==> src/design/tmkss_pkg.sv <==
package tmkss_pkg;

    localparam int SLOT_W          = 5;
    localparam int CLASS_W         = 4;
    localparam int TIER_OUT_W      = 2;
    localparam int KEY_W           = 32;
    localparam int CEIL_W          = 31;
    localparam int SLOT_COUNT_DEF  = 32;
    localparam int CLASS_TIERS_DEF = 4;
    localparam logic [CEIL_W-1:0] CEILING_RESET = 31'h0100_0000;

    localparam logic CMD_WRITE = 1'b0;
    localparam logic CMD_QUERY = 1'b1;

    typedef struct packed {
        logic                    cmd;
        logic [SLOT_W-1:0]       slot;
        logic [CLASS_W-1:0]      class_value;
        logic signed [KEY_W-1:0] key_value;
        logic [SLOT_W-1:0]       first_slot;
        logic [SLOT_W-1:0]       last_slot;
    } item_t;

    typedef struct packed {
        logic                  found;
        logic [SLOT_W-1:0]     chosen_slot;
        logic [TIER_OUT_W-1:0] chosen_class;
    } result_t;

    typedef struct packed {
        logic [CLASS_W-1:0]      class_value;
        logic signed [KEY_W-1:0] key_value;
    } slot_entry_t;

    // microcode
    typedef logic [2:0] step_t;

    localparam step_t STEP_IDLE  = 3'd0;
    localparam step_t STEP_ENTRY = 3'd1;
    localparam step_t STEP_TIER  = 3'd2;
    localparam step_t STEP_PRIME = 3'd3;
    localparam step_t STEP_SCAN  = 3'd4;
    localparam step_t STEP_EVAL  = 3'd5;
    localparam step_t STEP_EMIT  = 3'd6;

    typedef logic [2:0] cond_t;

    localparam cond_t COND_NONE  = 3'd0;
    localparam cond_t COND_QUERY = 3'd1;
    localparam cond_t COND_EMPTY = 3'd2;
    localparam cond_t COND_LAST  = 3'd3;
    localparam cond_t COND_DONE  = 3'd4;

    typedef struct packed {
        logic  op_load;
        logic  op_init;
        logic  op_advance;
        logic  op_compare;
        logic  op_next_tier;
        logic  op_emit;
        cond_t cond;
        step_t jump;
        step_t next;
    } ucode_t;

    function automatic ucode_t ucode_rom(input step_t step);
        ucode_t w;
        w = '0;
        case (step)
            STEP_IDLE:
            begin
                w.cond = COND_QUERY;
                w.jump = STEP_ENTRY;
                w.next = STEP_IDLE;
            end
            STEP_ENTRY:
            begin
                w.op_load = 1'b1;
                w.cond    = COND_EMPTY;
                w.jump    = STEP_EMIT;
                w.next    = STEP_TIER;
            end
            STEP_TIER:
            begin
                w.op_init = 1'b1;
                w.next    = STEP_PRIME;
            end
            STEP_PRIME:
            begin
                w.op_advance = 1'b1;
                w.next       = STEP_SCAN;
            end
            STEP_SCAN:
            begin
                w.op_advance = 1'b1;
                w.op_compare = 1'b1;
                w.cond       = COND_LAST;
                w.jump       = STEP_EVAL;
                w.next       = STEP_SCAN;
            end
            STEP_EVAL:
            begin
                w.op_next_tier = 1'b1;
                w.cond         = COND_DONE;
                w.jump         = STEP_EMIT;
                w.next         = STEP_TIER;
            end
            STEP_EMIT:
            begin
                w.op_emit = 1'b1;
                w.next    = STEP_IDLE;
            end
            default:
            begin
                w.next = STEP_IDLE;
            end
        endcase
        return w;
    endfunction

endpackage

==> src/design/tiered_min_key_slot_select.sv <==
// Tiered minimum-key slot selector.
// Input word channel: item is taken at a rising edge with start high and busy low.
// A write word (cmd = write) stores class and key into one slot in that edge;
// busy stays low and no result follows, so writes can come every idle cycle.
// A query word (cmd = query) scans its inclusive slot range tier by tier,
// class 0 first, for the smallest key below key_ceiling (lowest slot on ties).
// Result channel: result is valid for exactly one cycle while done is high;
// the receiver cannot stall, so it must take the word in that cycle.
// A query over an empty range goes straight to the result without a scan;
// otherwise tiers are scanned in turn, at most CLASS_TIERS of them, stopping
// after the first tier that holds a hit. busy falls when done rises, so the
// next word is taken at the edge ending the done cycle; until then none is taken.
// The pace is set by the single slot memory read port: one slot compared per
// cycle, under a small microcoded sequencer.
// The user writes key_ceiling via cfg_we / cfg_wdata only while the block is idle;
// the block does not enforce this. Reset clears the sequencer and loads key_ceiling
// with 16777216; the slot table is not cleared and is meaningless until written.
module tiered_min_key_slot_select
    import tmkss_pkg::*;
#(
    parameter int SLOT_COUNT  = SLOT_COUNT_DEF,
    parameter int CLASS_TIERS = CLASS_TIERS_DEF
)
(
    input  logic              clk,
    input  logic              rst_n,
    input  logic              start,
    output logic              busy,
    input  item_t             item,
    output logic              done,
    output result_t           result,
    input  logic              cfg_we,
    input  logic [CEIL_W-1:0] cfg_wdata
);

    localparam int ADDR_W = $clog2(SLOT_COUNT);
    localparam int CMP_W  = (ADDR_W + 1 > SLOT_W) ? ADDR_W + 1 : SLOT_W;
    localparam int TIER_W = (CLASS_TIERS > 1) ? $clog2(CLASS_TIERS) : 1;

    slot_entry_t slot_mem [SLOT_COUNT];

    step_t                   step_reg, step_next;
    logic                    done_reg;
    result_t                 result_reg;
    logic [CEIL_W-1:0]       ceiling_reg;
    logic [ADDR_W-1:0]       first_reg, last_reg, idx_reg, cur_reg, pick_reg;
    logic                    empty_reg;
    logic [TIER_W-1:0]       tier_reg;
    logic signed [KEY_W-1:0] best_reg;
    logic                    hit_reg;
    slot_entry_t             rd_reg;

    ucode_t            cw;
    logic              cond_true;
    logic              accept;
    logic              wr_en;
    logic [ADDR_W-1:0] last_eff;
    logic              range_empty;
    logic              better;

    assign accept = start && !busy;
    assign wr_en  = accept && (item.cmd == CMD_WRITE)
                    && (CMP_W'(item.slot) < CMP_W'(SLOT_COUNT));

    assign last_eff = (CMP_W'(item.last_slot) >= CMP_W'(SLOT_COUNT))
                      ? ADDR_W'(SLOT_COUNT - 1) : ADDR_W'(item.last_slot);
    assign range_empty = CMP_W'(item.first_slot) > CMP_W'(last_eff);

    assign better = (rd_reg.class_value == CLASS_W'(tier_reg))
                    && (rd_reg.key_value < best_reg);

    assign cw = ucode_rom(step_reg);

    always_comb
    begin
        case (cw.cond)
            COND_NONE:  cond_true = 1'b0;
            COND_QUERY: cond_true = accept && (item.cmd == CMD_QUERY);
            COND_EMPTY: cond_true = empty_reg;
            COND_LAST:  cond_true = (cur_reg == last_reg);
            COND_DONE:  cond_true = hit_reg || (tier_reg == TIER_W'(CLASS_TIERS - 1));
            default:    cond_true = 1'b0;
        endcase
        step_next = cond_true ? cw.jump : cw.next;
    end

    // slot table
    always_ff @(posedge clk)
    begin
        if (wr_en)
        begin
            slot_mem[ADDR_W'(item.slot)] <= '{class_value: item.class_value,
                                             key_value:   item.key_value};
        end
        rd_reg <= slot_mem[idx_reg];
    end

    // sequencer and control
    always_ff @(posedge clk or negedge rst_n)
    begin
        if (!rst_n)
        begin
            step_reg    <= STEP_IDLE;
            done_reg    <= 1'b0;
            ceiling_reg <= CEILING_RESET;
        end
        else
        begin
            step_reg <= step_next;
            done_reg <= cw.op_emit;
            if (cfg_we)
            begin
                ceiling_reg <= cfg_wdata;
            end
        end
    end

    // datapath
    always_ff @(posedge clk)
    begin
        if (accept && (item.cmd == CMD_QUERY))
        begin
            first_reg <= ADDR_W'(item.first_slot);
            last_reg  <= last_eff;
            empty_reg <= range_empty;
        end
        if (cw.op_load)
        begin
            tier_reg <= '0;
            hit_reg  <= 1'b0;
        end
        if (cw.op_init)
        begin
            idx_reg  <= first_reg;
            best_reg <= KEY_W'({1'b0, ceiling_reg});
            hit_reg  <= 1'b0;
        end
        if (cw.op_advance)
        begin
            cur_reg <= idx_reg;
            if (idx_reg != last_reg)
            begin
                idx_reg <= idx_reg + 1'b1;
            end
        end
        if (cw.op_compare && better)
        begin
            best_reg <= rd_reg.key_value;
            pick_reg <= cur_reg;
            hit_reg  <= 1'b1;
        end
        if (cw.op_next_tier && !cond_true)
        begin
            tier_reg <= tier_reg + 1'b1;
        end
        if (cw.op_emit)
        begin
            result_reg.found        <= hit_reg;
            result_reg.chosen_slot  <= hit_reg ? SLOT_W'(pick_reg) : '0;
            result_reg.chosen_class <= hit_reg ? TIER_OUT_W'(tier_reg) : '0;
        end
    end

    assign busy   = (step_reg != STEP_IDLE);
    assign done   = done_reg;
    assign result = result_reg;

    a_done_after_emit: assert property (@(posedge clk) disable iff (!rst_n)
        done |-> $past(step_reg == STEP_EMIT))
        else $error("result strobe without emit step");

    a_done_single: assert property (@(posedge clk) disable iff (!rst_n)
        done |=> !done)
        else $error("result strobe longer than one cycle");

    a_query_busy: assert property (@(posedge clk) disable iff (!rst_n)
        (accept && item.cmd == CMD_QUERY) |=> busy)
        else $error("query accepted but block not busy");

    a_write_idle: assert property (@(posedge clk) disable iff (!rst_n)
        (accept && item.cmd == CMD_WRITE) |=> !busy && !done)
        else $error("write word started a query");

    a_scan_in_range: assert property (@(posedge clk) disable iff (!rst_n)
        (step_reg == STEP_SCAN) |-> (cur_reg >= first_reg && cur_reg <= last_reg))
        else $error("scan slot outside query range");

endmodule
==> config.mk <==
export PLATFORM = sky130hd
export DESIGN_NAME = tiered_min_key_slot_select
export DESIGN_NICKNAME = d
export VERILOG_FILES = /design/src/design/tmkss_pkg.sv /design/src/design/tiered_min_key_slot_select.sv
export SDC_FILE = /design/constraint.sdc
export NUM_CORES = 1
export LEC_CHECK = 0
export BUFFER_PORTS_ARGS = -buffer_cell sky130_fd_sc_hd__buf_2
export CORE_MARGIN = 5
export CORE_UTILIZATION = 56
export DETAILED_ROUTE_END_ITERATION = 6
export PLACE_DENSITY = 0.73
export SLEW_MARGIN = 30
export SYNTH_ARGS = -nofsm -noshare
export SYNTH_HDL_FRONTEND = slang
export SYNTH_SLANG_ARGS = --single-unit
==> constraint.sdc <==
create_clock -name clk -period 3.4 [get_ports clk]
set_input_delay 0.68 -clock clk [delete_from_list [all_inputs] [get_ports clk]]
set_output_delay 0.68 -clock clk [all_outputs]
set_load 0.01 [all_outputs]
==> results.cfg <==
[pwr]
power.leakage_uw = 0.01829
power_frac_seq = 0.430
cellInternalPower_uw = 31510
power_density_normalized_to_cell_area_nw_per_um2 = 763.7
combPwrFrac = 0.252
power.share.clock = 0.318
power.switching_fraction = 0.2726
sw_power_uw = 11810
irDropWorstVdd_uv = 525.7
p_total_uw = 43320

[yosys]
area_of_the_mapped_netlist_um2 = 49510
synth_mux_area_frac = 0.1867
commonest_register_cell_after_synthesis = edfxtp_1
synth_xor_area_frac = 0.002477
syn_nets = 2233
synth_async_sr_flop_share = 0.02709
post_synth_inst_count = 2108
synthDistinctLibCells = 48
syn_area_per_cell_um2 = 23.49
largest_family_of_logic_cells_by_synthesized_area = multiplexers
synth_simple_gate_area_share = 0.01152
post_synth_fa_ha_maj_area_fraction = 0.009603
number_of_synthesized_flops_with_an_enable_pin = 1215
synth_seq_area_share = 0.7716
synth.ff_latch_count = 1292
ys.warnings.count = 0
post_synthesis_compound_gate_area_fraction = 0.005661

[setup_path]
path_class = reg2reg
worst_ep_required_ns = 3.79
critical_path_peak_fanout = 21
end_kind = flop
worstPathArrival_ns = 3.48
worst_setup_path_start_kind = flop

[cts]
cts-buffers-inserted = 131
total_setup_buffers_inserted_after_cts = 0
cts_resized = 0
clkSlewWorstSetupHoldPaths_ns = 0.06
ctsHtreeMaxLevel = 4
tritoncts_clock_tree = done
ctsLongestPathBuffers = 3
cts_sinks = 1292
clock_tree.root_cell = clkbuf_16
post_cts_hold_buffer_count = 0
clkLatencyLatePin_ns = 0.71

[floorplan]
die_wd_um = 307.3
die_height_um = 307.3
boundaryPins = 97
core.rowCount = 109
design.core.area_um2 = 88100
start_util = 0.5619
die_area_um2 = 94450

[run]
max_cap_viol_count = 0

[global_route]
antenna_found_initial = 9
grt.overflow.total = 0
vias_in_the_first_global_route = 24220
grt_start_max_net_pins = 59
wire_length_of_the_first_global_routing_pass_um = 168800
grt_usage = 0.2485

[timing]
timing.final.setup_violations = 0
tightestPinTransition_ns = 0.9983
post-route-period-util = 0.9112
finalCriticalPeriod_ns = 3.098
finClkSkew_ns = 0.02131
maxSlewHeadroom = 0.3345
rsz0062_at_grt = false
timing_max_transition_violations_final = 0
timing.setup.tns_ns = 0
fmax_mhz = 322.8
report.final.hold_viol_count = 0

[finish]
multi_input_comb_area_um2 = 10930
syn2layout_area_growth_pct = 14.56
area.sequential_um2 = 38220
nets = 2467
layout.cells.most_common_list = edfxtp_1, mux4_2, clkbuf_16
max_ffs_per_register = 1152
fillerInstances = 5544
final_layout_size_suffix_gt1_frac = 0.3604
mostFrequentLayoutCell = edfxtp_1

[route]
wl_per_cell_um = 32.07
routed_via_count = 23430
totalWireLength_um = 115800
drt-initial-drc-count = 2952
post_drt_via_cell_ratio = 6.486
antenna_left = 0
detailedRoute.firstPassIterationCount = 5
drcViolationCount = 0

[run_status]
outcome = complete, no violations

[placement]
port-buffer-count = 96
gp_congestion = 0.8357
detailedPlacementHpwl_um = 64410

[min_path]
hold_path_class = in2async
==> final cells by class <==
| type | instances | area share |
|---|---|---|
| Clock inverter | 66 | 0.009839 |
| Timing Repair Buffer | 199 | 0.03247 |
| Multi-Input combinational cell | 676 | 0.1928 |
| Antenna cell | 5 | 0.0002206 |
| Clock buffer | 167 | 0.06239 |
| Sequential cell | 1292 | 0.6738 |
| Tap cell | 1165 | 0.02570 |
| Inverter | 42 | 0.002780 |
==> per-stage QoR <==
| stage | instance area, um2 | hold slack, ns | util | std cells | setup slack [ns] |
|---|---|---|---|---|---|
| 4_1_cts | 56710 | 0.03410 | 0.6436 | 3607 | 0.3653 |
| 6_report | 56720 | 0.05853 | 0.6438 | 3612 | 0.3019 |
| 5_1_grt | 56710 | 0.1071 | 0.6437 | 3608 | 0.2314 |
| 3_5_place_dp | 52610 | 0.4670 | 0.5971 | 3374 | 0.3962 |
| 3_3_place_gp | 52610 | 0.4730 | 0.5971 | 3374 | 0.4363 |
| 2_1_floorplan | 49510 | 0.3844 | - | 2108 | 0.05053 |
==> critical path, cell delays in order, from the launching register on <==
cell and delay (ns):
dfrtp_1 0.48, nor3_1 0.47, nand2_1 0.17, nor3b_1 0.52, nand2_1 0.38, nor2_4 0.43
buf_12 0.27
==> worst paths after layout <==
check / startpoint / to / slack [ns] / cells past startpoint
worst max register to register: step_reg[2] / slot_mem[6][9] / 0.30 / 6
worst min-delay path: rst_n / ceiling_reg[12] / 0.06 / 1
min in group clk: item[2] / last_reg[2] / 0.18 / 1
max in group asynchronous: rst_n / step_reg[2] / 2.80 / 1
worst min register to register: cur_reg[0] / pick_reg[0] / 0.48 / 0
worst max-delay path: step_reg[2] / slot_mem[6][9] / 0.30 / 6
==> power groups by stage <==
| stage | clock network (uW) | logic (uW) | registers, uW |
|---|---|---|---|
| floorplan | 0 | 7700 | 18600 |
| detailed placement | 0 | 10900 | 19000 |
| finish | 13800 | 10900 | 18600 |
| global route | 14700 | 11600 | 18700 |
| global placement | 0 | 10700 | 19000 |
| CTS | 14000 | 11000 | 18600 |
==> per-layer routing <==
metal / global-route usage / up-vias / part of all wire / routed length [um]
met5: 0 / - / 0.00011 / 13
li1: - / 9389 / - / -
met4: 0.06559 / 2 / 0.024 / 2747
met1: 0.3440 / 12500 / 0.38 / 43940
met3: 0.05467 / 175 / 0.095 / 10980
met2: 0.4118 / 1366 / 0.50 / 58160
==> kinds of logic after synthesis <==
group	after synthesis
XOR/XNOR	14
flip-flops	1292
buffers and inverters	140
adder cells (fa/ha/maj)	38
AND/OR/NAND/NOR	119
AO/OA/AOI/OAI	45
multiplexers	460
==> synthesized netlist by cell type (2+ instances only) <==
cell type	instances	area share
xor2_1	4	0.00071
nor3_1	6	0.00061
buf_2	31	0.0031
dfxtp_1	42	0.017
o221a_2	2	0.00045
o21ai_0	10	0.0010
buf_6	3	0.00068
nand2_1	20	0.0015
nand3_1	9	0.00091
o21a_1	2	0.00030
buf_4	7	0.0011
nand4_1	7	0.00088
and3_1	3	0.00038
nor2_1	48	0.0036
clkbuf_1	47	0.0036
inv_1	42	0.0032
a21oi_1	20	0.0020
mux4_2	360	0.16
nor2b_1	4	0.00051
nand2b_1	4	0.00051
xnor2_1	10	0.0018
buf_1	10	0.00076
mux2_2	97	0.022
and2_1	8	0.0010
nor3b_1	3	0.00045
edfxtp_1	1215	0.74
ha_1	38	0.0096
dfrtp_1	34	0.017
a211oi_1	3	0.00045
No activity file was read; power rests on OpenSTA's default activity.
